`src/rtl/u2a_pkg.sv`:
```
// Shared types, register indexes and mapping functions for the UTF-8 to
// ASCII transliterator. Used by u2a_decode, u2a_outq and the top level.
// No dependencies.
package u2a_pkg;

  localparam int CFG_IDX_W = 2;
  localparam int CFG_DATA_W = 8;

  localparam logic [CFG_IDX_W-1:0] REG_SUBSTITUTE = 2'd0;
  localparam logic [CFG_IDX_W-1:0] REG_MAX_LENGTH = 2'd1;

  localparam logic [7:0] BYTE_SPACE = 8'h20;

  typedef struct packed {
    logic [7:0] in_byte;
    logic       end_of_string;
  } in_t;

  typedef struct packed {
    logic       char_valid;
    logic [6:0] out_char;
    logic       last;
  } out_t;

  typedef struct packed {
    logic [1:0]  cont_left;
    logic [20:0] accum;
    logic [6:0]  ch;
  } dec_t;

  // Folds a code point below U+0180 to an ASCII letter; zero if none.
  function automatic logic [6:0] fold_letter(input logic [8:0] u);
    logic [6:0] f;
    f = 7'h00;
    case (u) inside
      [9'h0C0:9'h0C6], 9'h102, 9'h104:           f = 7'h41; // A
      9'h0C7, 9'h106, 9'h10C:                    f = 7'h43; // C
      [9'h0C8:9'h0CB], 9'h118, 9'h11A:           f = 7'h45; // E
      [9'h0CC:9'h0CF]:                           f = 7'h49; // I
      9'h0D0, 9'h10E, 9'h110:                    f = 7'h44; // D
      9'h0D1, 9'h143, 9'h147:                    f = 7'h4E; // N
      [9'h0D2:9'h0D6], 9'h0D8, 9'h150:           f = 7'h4F; // O
      [9'h0D9:9'h0DC], 9'h16E, 9'h170:           f = 7'h55; // U
      9'h0DD, 9'h178:                            f = 7'h59; // Y
      9'h0DE, 9'h164:                            f = 7'h54; // T
      9'h0DF:                                    f = 7'h73; // s
      [9'h0E0:9'h0E6], 9'h103:                   f = 7'h61; // a
      9'h0E7, 9'h107:                            f = 7'h63; // c
      [9'h0E8:9'h0EB], 9'h119, 9'h11B:           f = 7'h65; // e
      [9'h0EC:9'h0EF]:                           f = 7'h69; // i
      9'h0F0, 9'h111, 9'h10F:                    f = 7'h64; // d
      9'h0F1, 9'h144, 9'h148:                    f = 7'h6E; // n
      [9'h0F2:9'h0F6], 9'h0F8, 9'h151:           f = 7'h6F; // o
      [9'h0F9:9'h0FC], 9'h16F, 9'h171:           f = 7'h75; // u
      9'h0FD, 9'h0FF:                            f = 7'h79; // y
      9'h0FE, 9'h163:                            f = 7'h74; // t
      9'h141, 9'h13D, 9'h139:                    f = 7'h4C; // L
      9'h142, 9'h13E, 9'h13A:                    f = 7'h6C; // l
      9'h154, 9'h158:                            f = 7'h52; // R
      9'h155, 9'h159:                            f = 7'h72; // r
      9'h160, 9'h15E:                            f = 7'h53; // S
      9'h161, 9'h15F:                            f = 7'h73; // s
      9'h179, 9'h17B, 9'h17D:                    f = 7'h5A; // Z
      9'h17A, 9'h17C, 9'h17E:                    f = 7'h7A; // z
      default:                                   f = 7'h00;
    endcase
    return f;
  endfunction

  // Maps a complete code point to its output character; zero for nothing.
  function automatic logic [6:0] map_code_point(input logic [20:0] u,
                                                input logic [6:0]  subst,
                                                input logic        prev_space);
    logic       small_cp;
    logic [6:0] f;
    logic [6:0] r;
    small_cp = (u < 21'h000180);
    f = fold_letter(u[8:0]);
    if (subst != 7'h00 && ((u >= 21'h20 && u <= 21'h7E) || u == 21'h09 || u == 21'h0A)) begin
      r = u[6:0];
    end else if ((u >= 21'h30 && u <= 21'h39) || (u >= 21'h41 && u <= 21'h5A) ||
                 (u >= 21'h61 && u <= 21'h7A) || u == 21'h5F) begin
      r = u[6:0];
    end else if (u == 21'h20) begin
      r = prev_space ? 7'h00 : 7'h5F;
    end else if (!small_cp) begin
      r = 7'h00;
    end else if (f != 7'h00) begin
      r = f;
    end else begin
      r = subst;
    end
    return r;
  endfunction

endpackage

```
`src/rtl/u2a_decode.sv`:
```
// UTF-8 sequence decoder and character mapper: next sequence state and the
// character that one byte gives. Depends on u2a_pkg.
module u2a_decode (
  input  logic [7:0]    in_byte,
  input  logic [1:0]    cont_left,
  input  logic [20:0]   accum,
  input  logic [6:0]    subst,
  input  logic          prev_space,
  output u2a_pkg::dec_t dec
);

  logic [1:0]  cont_n;
  logic [20:0] acc_n;
  logic        consumed;
  logic        complete;
  logic [20:0] cp;

  always_comb begin
    cont_n   = cont_left;
    acc_n    = accum;
    consumed = 1'b0;
    complete = 1'b0;
    cp       = 21'd0;

    if (cont_left != 2'd0) begin
      if (in_byte[7:6] == 2'b10) begin
        acc_n    = {accum[14:0], in_byte[5:0]};
        cont_n   = cont_left - 2'd1;
        consumed = 1'b1;
        if (cont_n == 2'd0) begin
          complete = 1'b1;
          cp       = acc_n;
        end
      end else begin
        // A fresh byte breaks the partial sequence and is decoded anew.
        cont_n = 2'd0;
        acc_n  = 21'd0;
      end
    end

    if (!consumed) begin
      case (in_byte) inside
        [8'h01:8'h7F]: begin
          complete = 1'b1;
          cp       = {13'd0, in_byte};
        end
        [8'hC2:8'hDF]: begin
          acc_n  = {16'd0, in_byte[4:0]};
          cont_n = 2'd1;
        end
        [8'hE0:8'hEF]: begin
          acc_n  = {17'd0, in_byte[3:0]};
          cont_n = 2'd2;
        end
        [8'hF0:8'hF7]: begin
          acc_n  = {18'd0, in_byte[2:0]};
          cont_n = 2'd3;
        end
        default: begin
        end
      endcase
    end

    dec.cont_left = cont_n;
    dec.accum     = acc_n;
    dec.ch        = complete ? u2a_pkg::map_code_point(cp, subst, prev_space) : 7'h00;
  end

endmodule

```
`src/rtl/u2a_outq.sv`:
```
// Two-entry result queue that separates the decode side from the receiver.
// Depends on u2a_pkg.
module u2a_outq (
  input  logic          clk,
  input  logic          rst_n,
  input  logic          push,
  input  u2a_pkg::out_t push_data,
  output logic          full,
  output logic          out_valid,
  input  logic          out_stall,
  output u2a_pkg::out_t out_data
);

  u2a_pkg::out_t mem_r [2];
  logic          wr_ptr_r;
  logic          rd_ptr_r;
  logic [1:0]    count_r;
  logic [1:0]    count_nxt;
  logic          pop;

  assign pop       = out_valid && !out_stall;
  assign full      = (count_r == 2'd2);
  assign out_valid = (count_r != 2'd0);
  assign out_data  = mem_r[rd_ptr_r];

  always_comb begin
    count_nxt = count_r;
    if (push && !pop) begin
      count_nxt = count_r + 2'd1;
    end else if (pop && !push) begin
      count_nxt = count_r - 2'd1;
    end
  end

  always_ff @(posedge clk) begin
    if (!rst_n) begin
      wr_ptr_r <= 1'b0;
      rd_ptr_r <= 1'b0;
      count_r  <= 2'd0;
    end else begin
      count_r <= count_nxt;
      if (push) begin
        wr_ptr_r <= !wr_ptr_r;
      end
      if (pop) begin
        rd_ptr_r <= !rd_ptr_r;
      end
    end
  end

  always_ff @(posedge clk) begin
    if (push) begin
      mem_r[wr_ptr_r] <= push_data;
    end
  end

endmodule

```
`src/rtl/utf8_to_ascii_transliterate_core.sv`:
```
// Top level of the UTF-8 to ASCII transliterator: stream state, counting
// and configuration. Depends on u2a_pkg, u2a_decode and u2a_outq.
//
// Usage: bytes of a string arrive on the in_ channel (valid/stall), the
// final byte flagged by end_of_string. Each request is decoded in the
// cycle it is accepted and its result, if any, is written into a two-entry
// queue that drives the out_ channel. A byte gives a result when it emits
// a character or ends the string, unless the length limit has been
// reached; last marks the end of a string's output. One byte is accepted
// every cycle; in_stall rises only when both queue entries hold results
// that the receiver has not yet taken, so sustained throughput follows
// the receiver, up to one request per cycle.
// The cfg_ port writes substitute_char (index 0) and max_length (index 1);
// other indexes are ignored. Writes belong between strings.
// Synchronous reset clears both registers, the stream state and the queue.
// While out_stall is high the head result holds steady.
module utf8_to_ascii_transliterate_core #(
  parameter int COUNT_BITS = 8
) (
  input  logic                             clk,
  input  logic                             rst_n,
  input  logic                             in_valid,
  output logic                             in_stall,
  input  u2a_pkg::in_t                     in_data,
  output logic                             out_valid,
  input  logic                             out_stall,
  output u2a_pkg::out_t                    out_data,
  input  logic                             cfg_we,
  input  logic [u2a_pkg::CFG_IDX_W-1:0]    cfg_index,
  input  logic [u2a_pkg::CFG_DATA_W-1:0]   cfg_data
);

  localparam int CMP_W = (COUNT_BITS > 8) ? COUNT_BITS : 8;
  localparam logic [COUNT_BITS-1:0] CNT_MAX = {COUNT_BITS{1'b1}};

  logic [6:0]            sub_r;
  logic [7:0]            maxlen_r;
  logic [1:0]            cont_r;
  logic [20:0]           acc_r;
  logic                  prev_space_r;
  logic [COUNT_BITS-1:0] cnt_r;
  logic                  lim_r;

  u2a_pkg::dec_t         dec;
  u2a_pkg::out_t         push_data;
  logic                  in_acc;
  logic                  eos;
  logic                  emit;
  logic                  push;
  logic                  q_full;
  logic [COUNT_BITS-1:0] cnt_nxt;
  logic                  hit;

  assign in_stall = q_full;
  assign in_acc   = in_valid && !in_stall;
  assign eos      = in_data.end_of_string;

  u2a_decode u_decode (
    .in_byte    (in_data.in_byte),
    .cont_left  (cont_r),
    .accum      (acc_r),
    .subst      (sub_r),
    .prev_space (prev_space_r),
    .dec        (dec)
  );

  assign emit    = (dec.ch != 7'h00);
  assign cnt_nxt = (cnt_r != CNT_MAX) ? cnt_r + 1'b1 : cnt_r;
  assign hit     = emit && (maxlen_r != 8'd0) && (CMP_W'(cnt_nxt) == CMP_W'(maxlen_r));
  assign push    = in_acc && !lim_r && (emit || eos);

  assign push_data.char_valid = emit;
  assign push_data.out_char   = dec.ch;
  assign push_data.last       = eos || hit;

  u2a_outq u_outq (
    .clk       (clk),
    .rst_n     (rst_n),
    .push      (push),
    .push_data (push_data),
    .full      (q_full),
    .out_valid (out_valid),
    .out_stall (out_stall),
    .out_data  (out_data)
  );

  always_ff @(posedge clk) begin
    if (!rst_n) begin
      sub_r        <= 7'h00;
      maxlen_r     <= 8'h00;
      cont_r       <= 2'd0;
      acc_r        <= 21'd0;
      prev_space_r <= 1'b0;
      cnt_r        <= '0;
      lim_r        <= 1'b0;
    end else begin
      if (cfg_we) begin
        case (cfg_index)
          u2a_pkg::REG_SUBSTITUTE: sub_r    <= cfg_data[6:0];
          u2a_pkg::REG_MAX_LENGTH: maxlen_r <= cfg_data;
          default: begin
          end
        endcase
      end
      if (in_acc) begin
        if (eos) begin
          // The end of a string returns the stream state to its start.
          cont_r       <= 2'd0;
          acc_r        <= 21'd0;
          prev_space_r <= 1'b0;
          cnt_r        <= '0;
          lim_r        <= 1'b0;
        end else if (!lim_r) begin
          cont_r       <= dec.cont_left;
          acc_r        <= dec.accum;
          prev_space_r <= (in_data.in_byte == u2a_pkg::BYTE_SPACE) && (sub_r == 7'h00);
          if (emit) begin
            cnt_r <= cnt_nxt;
          end
          if (hit) begin
            lim_r <= 1'b1;
          end
        end
      end
    end
  end

`ifndef SYNTH
  a_no_push_after_limit: assert property (@(posedge clk) disable iff (!rst_n)
    (in_acc && lim_r) |-> !push)
    else $error("result produced after the length limit was reached");

  a_eos_clears_state: assert property (@(posedge clk) disable iff (!rst_n)
    (in_acc && eos) |=> (cont_r == 2'd0 && cnt_r == '0 && !lim_r && !prev_space_r))
    else $error("stream state not cleared after end of string");

  a_empty_result_is_last: assert property (@(posedge clk) disable iff (!rst_n)
    out_valid |-> (out_data.char_valid || out_data.last))
    else $error("result without a character does not close the string");

  a_limit_set_by_last: assert property (@(posedge clk) disable iff (!rst_n)
    $rose(lim_r) |-> $past(push && push_data.last && push_data.char_valid))
    else $error("limit reached without a closing character");

  a_eos_gives_result: assert property (@(posedge clk) disable iff (!rst_n)
    (in_acc && eos && !lim_r) |=> out_valid)
    else $error("end of string produced no result");
`endif

endmodule
```
`config.mk`:
```
export PLATFORM = sky130hd
export DESIGN_NAME = utf8_to_ascii_transliterate_core
export DESIGN_NICKNAME = d
export VERILOG_FILES = /design/src/rtl/u2a_pkg.sv /design/src/rtl/u2a_decode.sv /design/src/rtl/u2a_outq.sv /design/src/rtl/utf8_to_ascii_transliterate_core.sv
export SDC_FILE = /design/constraint.sdc
export NUM_CORES = 1
export LEC_CHECK = 0
export ABC_AREA = 1
export BUFFER_PORTS_ARGS = -buffer_cell sky130_fd_sc_hd__buf_2
export CAP_MARGIN = 20
export CORE_ASPECT_RATIO = 0.7
export CORE_MARGIN = 4
export CORE_UTILIZATION = 38
export DETAILED_ROUTE_END_ITERATION = 6
export GPL_TIMING_DRIVEN = 1
export SYNTH_ARGS = -nofsm -noshare
export SYNTH_HDL_FRONTEND = slang
export SYNTH_HIERARCHICAL = 1
export SYNTH_SLANG_ARGS = --single-unit
```
`constraint.sdc`:
```
create_clock -name clk -period 4.45 [get_ports clk]
set_clock_uncertainty 0.2 [all_clocks]
set_input_delay 0.445 -clock clk [delete_from_list [all_inputs] [get_ports clk]]
set_output_delay 0.445 -clock clk [all_outputs]
set_load 0.01 [all_outputs]
```
==> results.txt, run 1 <==
Status - completed
Post-Synthesis Cells - 884
Share of cells above drive strength 1 - 0.248
Final Worst Setup Slack - 0.347 ns
# diodes - 0
Finished Layout Cells - 1138
Port buffer count - 34
Hold Buf Count CTS - 0
Die area - 17000 µm²
DRT Wirelength - 18.6 mm
YS warnings - 6
Crit Path Class - reg2reg
Layout filler cell count - 1509
Router iterations before antenna repair - 5
Power Total - 1.98 mW
Drt wl/cell - 16.3 µm
Endpoints failing hold - 0
Clk Tree Root Cell - clkbuf_16
Die width - 154 µm
Num CTS Buffers - 9
Final setup fails - 0
First-pass GRT wire length - 29.6 mm
Clock Pin Slew Worst Setup and Hold Paths - 0.06 ns
Crit path buf inv count - 7
DR DRC count - 0
Post-Place Cells - 1113
Pwr/cell area - 295 nW/µm²
Initial core utilization - 0.387
Sink Count - 65
Max Slew Vio Count - 0
# Max-Cap Violations - 0
Dpl ws - 0.00857 ns
Detail Route Antenna Nets - 0
Startpoint types - register
Vias - 6281
Die Y - 110 µm
Synthesized area per cell - 6.43 µm²
Maximum root-to-sink buffer count - 2
Gr ovfl total - 0
Synthesized Nets - 912
H-tree levels - 3
CP endpoint kind - register
VDD IR-drop max - 216 µV
Fin crit share - 0.922
Max Fanout on Critical Path - 13
Worst EP required - 4.52 ns
Crit-path most repeated cell - nand2_1
Hold WS - 0.182 ns
GR Util All Layers - 0.217
Initial DRC count - 720
Layout Nets - 966
Dpl hpwl - 14.1 mm
Critical Path Max Stage Delay - 0.38 ns
Area delta synth->final - 18.2%
Antenna violations before repair - 1
GPL Wtd Cong - 1.04
CTS tree - done
Later-pin clock latency in the skew report - 0.33 ns
Core Region - 14700 µm²
# IOs - 35
Top Family by Delay on Critical Path - simple AND/OR/NAND/NOR gates
Largest net degree at the start of global routing - 26
Max Clock Freq - 244 MHz
Vias in the first global route - 5623
Worst Tran Pin Value - 0.851 ns
Cell Area, Synth - 5680 µm²
Crit path DAT - 4.17 ns
Vias per std cell - 5.52
Hold Crit Class - in2reg
Post-route minimum period - 4.10 ns
Max-Slew Margin vs Limit - 0.432
Leak - 2.95 nW
Crit-path slowest cell - dfxtp_4
Row Count - 37
==> final timing paths <==
check                           slack, ns   startpoint  depth (start not counted)                end
worst min-delay path                 0.18  cfg_data[6]                          3           sub_r[6]
worst min register to register       0.27     sub_r[1]                          2           sub_r[1]
worst max register to register       0.35    cont_r[0]                         33  u_outq/count_r[1]
worst max-delay path                 0.35    cont_r[0]                         33  u_outq/count_r[1]
==> placed cells by master (no fill, tap or decap), types with 5 or more instances in the layout <==
cell type / instances
a21oi_1: 53
edfxtp_1: 18
nand2_4: 11
clkbuf_16: 9
nand4_1: 24
inv_1: 86
nand2_2: 30
nor2_1: 84
nor4_1: 9
o21ai_2: 6
nand2_1: 215
o32ai_1: 11
o21ai_0: 36
o21ai_1: 11
dfxtp_1: 46
buf_4: 30
mux2_2: 7
nand3_2: 12
nand3_1: 81
a21oi_2: 5
inv_2: 24
nor3_1: 7
nor2_4: 17
nor2_2: 16
buf_2: 34
==> routing by layer <==
metal,vias up,part of all wire,global-route usage
met5,-,0.00070,0
met4,2,0.014,0.0447
met3,29,0.10,0.0620
met2,325,0.37,0.282
met1,2875,0.51,0.344
li1,3050,-,-
==> final cells by class <==
cell class / count / area [µm²] / area share
inverter: 115 / 442 / 0.0657
clock buffer: 9 / 225 / 0.0335
clock inverter: 7 / 83.8 / 0.0125
multi-input combinational: 680 / 3790 / 0.564
timing repair buffer: 67 / 447 / 0.0665
tap: 195 / 244 / 0.0363
sequential: 65 / 1490 / 0.221
==> worst reg2reg max path, delay by kind of cell (launching register included) <==
family / cells / cell delay, ns
and+or+nand+nor: 23 / 2.29
DFF: 1 / 0.38
adders and majority gates: 2 / 0.50
AOI/OAI and AO/OA: 1 / 0.09
buffers and inverters: 7 / 0.59
==> repair_timing <==
| item | in CTS | in global routing |
|---|---|---|
| setup endpoints to repair | 1 | 31 |
| gates cloned | 0 | 1 |
| setup buffers | 0 | 8 |
| pin swaps | 0 | 12 |
| resized for setup | 1 | 43 |
==> flip-flops by register name, summed over array words and instances, names as in the netlist, 2 cells and up, named ones only <==
register        count
acc_r              15
u_outq/count_r      2
sub_r               7
cont_r              2
u_outq/mem_r       18
maxlen_r            8
cnt_r               8
==> report_power, final <==
part / switching [mW] / internal [mW] / leakage [nW]
Clock: 0.290 / 0.444 / 0.149
Combinational: 0.340 / 0.196 / 2.25
Sequential: 0.0390 / 0.672 / 0.552
==> metrics by stage <==
step	utilization	TNS, ns	cell area [µm²]
floorplan	-	0	5680
global placement	0.420	0	6160
detailed placement	0.420	0	6160
CTS	0.441	0	6480
global route	0.458	-0.00650	6720
finish	0.458	0	6720
No activity file was read; power rests on OpenSTA's default activity.
==> inputs of run 2 (changes only) <==
--- a/config.mk
+++ b/config.mk
@@ -11,6 +11,7 @@
 export CORE_ASPECT_RATIO = 0.7
 export CORE_MARGIN = 4
 export CORE_UTILIZATION = 38
+export CTS_BUF_LIST = sky130_fd_sc_hd__clkbuf_8
 export DETAILED_ROUTE_END_ITERATION = 6
 export GPL_TIMING_DRIVEN = 1
 export SYNTH_ARGS = -nofsm -noshare
==> results.txt, run 2 (same netlist as run 1, synthesis figures left out) <==
Startpoint types - register (unchanged)
Clk Tree Root Cell - clkbuf_8 (was clkbuf_16)
Most common cell after layout, fill and taps aside - nand2_1 (unchanged)
Final Worst Setup Slack - 0.309 ns (was 0.347 ns)
Vias per std cell - 5.53 (was 5.52)
CP endpoint kind - register (unchanged)
Max Slew Vio Count - 0 (unchanged)
Final setup fails - 0 (unchanged)
Detail Route Antenna Nets - 0 (unchanged)
Router iterations before antenna repair - 5 (unchanged)
Num CTS Buffers - 9 (unchanged)
First-pass GRT wire length - 29.4 mm (was 29.6 mm)
Leak - 2.89 nW (was 2.95 nW)
# diodes - 0 (unchanged)
Initial DRC count - 880 (was 720)
Max Fanout on Critical Path - 13 (unchanged)
Maximum root-to-sink buffer count - 2 (unchanged)
Most flops, register - u_outq/mem_r (unchanged)
Crit-path slowest cell - dfxtp_4 (unchanged)
Largest net degree at the start of global routing - 26 (unchanged)
Pwr/cell area - 270 nW/µm² (was 295 nW/µm²)
Dpl ws - 0.00857 ns (unchanged)
GPL Wtd Cong - 1.04 (unchanged)
Final setup TNS - 0 ns (unchanged)
Fin crit share - 0.931 (was 0.922)
CTS tree - done (unchanged)
# IOs - 35 (unchanged)
Core Region - 14700 µm² (unchanged)
Worst R2R Start - cont_r[0] (unchanged)
Share of cells above drive strength 1 - 0.243 (was 0.248)
Crit path DAT - 4.23 ns (was 4.17 ns)
Endpoints failing hold - 0 (unchanged)
Post-route minimum period - 4.14 ns (was 4.10 ns)
Layout filler cell count - 1514 (was 1509)
Area delta synth->final - 15.9% (was 18.2%)
H-tree levels - 3 (unchanged)
Critical Path Max Stage Delay - 0.39 ns (was 0.38 ns)
R2R Setup Slk - 0.31 ns (was 0.35 ns)
Dpl hpwl - 14.1 mm (unchanged)
Sink Count - 65 (unchanged)
Depth of the worst hold-timing path - 3 (unchanged)
Hold Crit Class - in2reg (unchanged)
Vias - 6286 (was 6281)
Antenna violations before repair - 1 (unchanged)
Top flop regs - u_outq/mem_r x18, acc_r x15 (unchanged)
Max reg flops - 18 (unchanged)
Worst Tran Pin Value - 0.833 ns (was 0.851 ns)
Gr ovfl total - 0 (unchanged)
Crit Path Class - reg2reg (unchanged)
Initial core utilization - 0.387 (unchanged)
Die Y - 110 µm (unchanged)
Max-Slew Margin vs Limit - 0.444 (was 0.432)
GR Util All Layers - 0.214 (was 0.217)
R2R cell count - 31 (was 33)
Later-pin clock latency in the skew report - 0.35 ns (was 0.33 ns)
Min-delay src - cfg_data[6] (unchanged)
VDD IR-drop max - 210 µV (was 216 µV)
# Max-Cap Violations - 0 (unchanged)
Hold Buf Count CTS - 0 (unchanged)
Row Count - 37 (unchanged)
Die area - 17000 µm² (unchanged)
Die width - 154 µm (unchanged)
Vias in the first global route - 5585 (was 5623)
Drt wl/cell - 16.2 µm (was 16.3 µm)
DRT Wirelength - 18.4 mm (was 18.6 mm)
Worst reg2reg path endpoint - u_outq/count_r[1] (unchanged)
Crit-path most repeated cell - nand2_1 (unchanged)
Worst EP required - 4.54 ns (was 4.52 ns)
Most frequent cells in the layout - nand2_1, inv_1, nor2_1 (unchanged)
Clock Pin Slew Worst Setup and Hold Paths - 0.09 ns (was 0.06 ns)
Port buffer count - 34 (unchanged)
Status - completed (unchanged)
Max Clock Freq - 241 MHz (was 244 MHz)
Layout Nets - 965 (was 966)
Hold path endpoint - sub_r[6] (unchanged)
DR DRC count - 0 (unchanged)
-- run 2: repair_timing --
item	4_1_cts	5_1_grt
endpoints found under the setup margin	0	32
setup buffers	0	7
resized for setup	0	37
-- run 2: per-stage QoR --
| stage | std cells | utilization | power (mW) | hold WS [ns] | instance area, µm² |
|---|---|---|---|---|---|
| 6_report | 1137 | 0.449 | 1.78 | 0.161 | 6590 |
| 5_1_grt | 1137 | 0.449 | 1.89 | 0.153 | 6590 |
| 4_1_cts | 1129 | 0.434 | 1.77 | 0.144 | 6370 |
| 3_5_place_dp | 1113 | 0.420 | 1.23 | 0.258 | 6160 |
| 3_3_place_gp | 1113 | 0.420 | 1.23 | 0.256 | 6160 |
| 2_1_floorplan | 884 | - | 1.06 | 0.237 | 5680 |
-- run 2: cell type report --
type | count | area, µm² | area share
repair buffers | 66 | 435 | 0.0661
flip-flops and latches | 65 | 1490 | 0.225
inverters | 115 | 442 | 0.0670
multi-input cells | 680 | 3770 | 0.573
clock inverters | 7 | 83.8 | 0.0127
clock buffers | 9 | 124 | 0.0188
well taps | 195 | 244 | 0.0370
-- run 2: how the worst max path moves through the flow --
stage | cells after the start | slack (ns) | start | end
6_report | 31 | 0.31 | cont_r[0] | u_outq/count_r[1]
5_1_grt | 33 | -0.02 | cont_r[0] | u_outq/count_r[1]
4_1_cts | 33 | 0.0002 | cont_r[0] | u_outq/count_r[1]
3_5_place_dp | 33 | 0.009 | cont_r[0] | u_outq/count_r[1]
3_3_place_gp | 33 | 0.04 | cont_r[0] | u_outq/count_r[1]
2_1_floorplan | 27 | 0.46 | cont_r[0] | u_outq/mem_r[0][0]
-- run 2: routing by layer --
| layer | vias to the layer above | GRT usage | wire (µm) |
|---|---|---|---|
| met5 | - | 0 | 13 |
| met4 | 2 | 0.0391 | 261 |
| met3 | 31 | 0.0609 | 1950 |
| met2 | 351 | 0.278 | 6720 |
| met1 | 2858 | 0.342 | 9450 |
| li1 | 3044 | - | - |
-- run 2: critical path: cells and delay by family, from the launching register on --
kind | cells | cell delay (ns)
simple gates | 21 | 2.01
flops | 1 | 0.39
buf+inv | 6 | 0.67
compound gates | 2 | 0.30
fa+ha+maj | 2 | 0.49
-- run 2: power by group --
part	total [mW]	internal (mW)	switching (mW)
Sequential	0.709	0.670	0.0383
Clock	0.540	0.270	0.270
Combinational	0.531	0.194	0.337
Total	1.78	1.13	0.646
==> inputs of run 3 (changes only) <==
--- a/config.mk
+++ b/config.mk
@@ -14,6 +14,7 @@
 export CTS_BUF_LIST = sky130_fd_sc_hd__clkbuf_8
 export DETAILED_ROUTE_END_ITERATION = 6
 export GPL_TIMING_DRIVEN = 1
+export REMOVE_ABC_BUFFERS = 1
 export SYNTH_ARGS = -nofsm -noshare
 export SYNTH_HDL_FRONTEND = slang
 export SYNTH_HIERARCHICAL = 1
==> results.txt, run 3 (same netlist as run 1, synthesis figures left out) <==
Clock Pin Slew Worst Setup and Hold Paths - 0.09 ns (about the same)
Area delta synth->final - 13.6% (was 15.9%)
Worst Tran Pin Value - 0.868 ns (was 0.833 ns)
Failing checks - design-rule violations
Pwr/cell area - 271 nW/µm² (was 270 nW/µm²)
# Max-Cap Violations - 0 (unchanged)
Die width - 154 µm (unchanged)
DR DRC count - 2 (was 0)
Vias - 6081 (was 6286)
Most common cell after layout, fill and taps aside - nand2_1 (unchanged)
# diodes - 0 (unchanged)
Status - finished with violations (was completed)
Max reg flops - 18 (unchanged)
First-pass GRT wire length - 28.6 mm (was 29.4 mm)
Max Fanout on Critical Path - 10 (was 13)
Post-CTS setup buffer count - 0 (unchanged)
VDD IR-drop max - 170 µV (was 210 µV)
Num CTS Buffers - 9 (unchanged)
Finished Layout Cells - 1136 (was 1137)
Vias per std cell - 5.35 (was 5.53)
Antenna violations before repair - 0 (was 1)
Dpl hpwl - 13.8 mm (was 14.1 mm)
Later-pin clock latency in the skew report - 0.35 ns (about the same)
Worst EP required - 4.55 ns (was 4.54 ns)
Most frequent cells in the layout - nand2_1, nor2_1, inv_1 (was nand2_1, inv_1, nor2_1)
Final setup TNS - 0 ns (unchanged)
Share of cells above drive strength 1 - 0.222 (was 0.243)
H-tree levels - 3 (unchanged)
Initial DRC count - 609 (was 880)
Port buffer count - 34 (unchanged)
Gr ovfl total - 0 (unchanged)
Largest net degree at the start of global routing - 26 (unchanged)
Core Region - 14700 µm² (unchanged)
Row Count - 37 (unchanged)
CP endpoint kind - register (unchanged)
Final Worst Setup Slack - 0.332 ns (was 0.309 ns)
Vias in the first global route - 5471 (was 5585)
Most flops, register - u_outq/mem_r (unchanged)
Initial core utilization - 0.387 (unchanged)
Max-Slew Margin vs Limit - 0.421 (was 0.444)
Crit Path Class - reg2reg (unchanged)
Fin crit share - 0.925 (was 0.931)
Detail Route Antenna Nets - 0 (unchanged)
GR Util All Layers - 0.208 (was 0.214)
Startpoint types - register (unchanged)
CTS tree - done (unchanged)
Layout Nets - 964 (was 965)
Sink Count - 65 (unchanged)
Max Clock Freq - 243 MHz (was 241 MHz)
DRT Wirelength - 17.6 mm (was 18.4 mm)
Die area - 17000 µm² (unchanged)
Util after Layout - 0.440 (was 0.449)
GPL Wtd Cong - 1.03 (was 1.04)
Final setup fails - 0 (unchanged)
Router iterations before antenna repair - 7 (was 5)
Top flop regs - u_outq/mem_r x18, acc_r x15 (unchanged)
Endpoints failing hold - 0 (unchanged)
Area after DPL - 6210 µm² (was 6160 µm²)
Leak - 2.89 nW (about the same)
Drt wl/cell - 15.5 µm (was 16.2 µm)
Crit path DAT - 4.21 ns (was 4.23 ns)
Final instance area - 6460 µm² (was 6590 µm²)
Hold Crit Class - in2reg (unchanged)
Die Y - 110 µm (unchanged)
Dpl ws - 0.0655 ns (was 0.00857 ns)
Maximum root-to-sink buffer count - 2 (unchanged)
Post-Place Cells - 1120 (was 1113)
Max Slew Vio Count - 0 (unchanged)
# IOs - 35 (unchanged)
Clk Tree Root Cell - clkbuf_8 (unchanged)
Post-route minimum period - 4.12 ns (was 4.14 ns)
[run 3: cell count changes in the layout (fill, tap and decap cells not counted), sizes merged]
cell | previous run | this run
clkinv | 3 | 5
inv | 117 | 115
nand2 | 259 | 258
[run 3: area by class of cell]
cell class	count	area [µm²]
fillers	1542	8220
multi-input cells	679	3670
flip-flops and latches	65	1480
inverters	115	439
repair buffers	66	423
well taps	195	244
clock buffers	9	124
clock inverters	7	77.6
[run 3: worst max-delay path, cell delays in order (launching register included)]
cell	delay [ns]
dfxtp_2	0.39
inv_1	0.08
ha_4	0.20
inv_2	0.11
nand4_1	0.16
nand2_4	0.20
nand2_2	0.15
nor2_2	0.23
nand2_1	0.11
o21a_1	0.19
o21ai_1	0.17
nand3_2	0.16
buf_4	0.20
o21ai_0	0.24
nand2_1	0.12
nor2_1	0.09
nand2_1	0.06
nor2_2	0.12
a211oi_1	0.07
buf_4	0.16
ha_1	0.28
inv_1	0.10
nand3_1	0.09
nand2_1	0.06
inv_1	0.03
nor2_1	0.08
[run 3: through the flow]
step	total power, mW	hold WS (ns)
after floorplan	1.03	0.236
final	1.75	0.157
after global placement	1.24	0.255
after detailed placement	1.23	0.256
after global routing	1.85	0.164
after CTS	1.75	0.141
[run 3: metal layers]
layer  vias to the layer above  global-route usage  wire, µm
met2                       301               0.288      6770
li1                       3038                   -         -
met4                         0              0.0391       175
met3                        16              0.0589      1880
met1                      2726               0.319      8780
met5                         -                   0         0
[run 3: what timing repair did]
item | in CTS | in global routing
hold endpoints to repair | 0 | 0
setup endpoints to repair | 0 | 31
gates resized for setup | 0 | 11
hold buffers | 0 | 0
[run 3: final timing paths]
path                     from                end  slack [ns]  cells after the start
setup / recovery    cont_r[0]  u_outq/count_r[1]        0.33                     25
hold / removal    cfg_data[6]           sub_r[6]        0.16                      3
setup reg to reg    cont_r[0]  u_outq/count_r[1]        0.33                     25
hold reg to reg      sub_r[1]           sub_r[1]        0.27                      2
[run 3: power by group]
| group | leakage (nW) | switching, mW | total [mW] | internal, mW |
|---|---|---|---|---|
| registers | 0.552 | 0.0371 | 0.708 | 0.671 |
| clock network | 0.100 | 0.256 | 0.519 | 0.263 |
| logic | 2.24 | 0.329 | 0.521 | 0.192 |
| total | 2.89 | 0.622 | 1.75 | 1.13 |
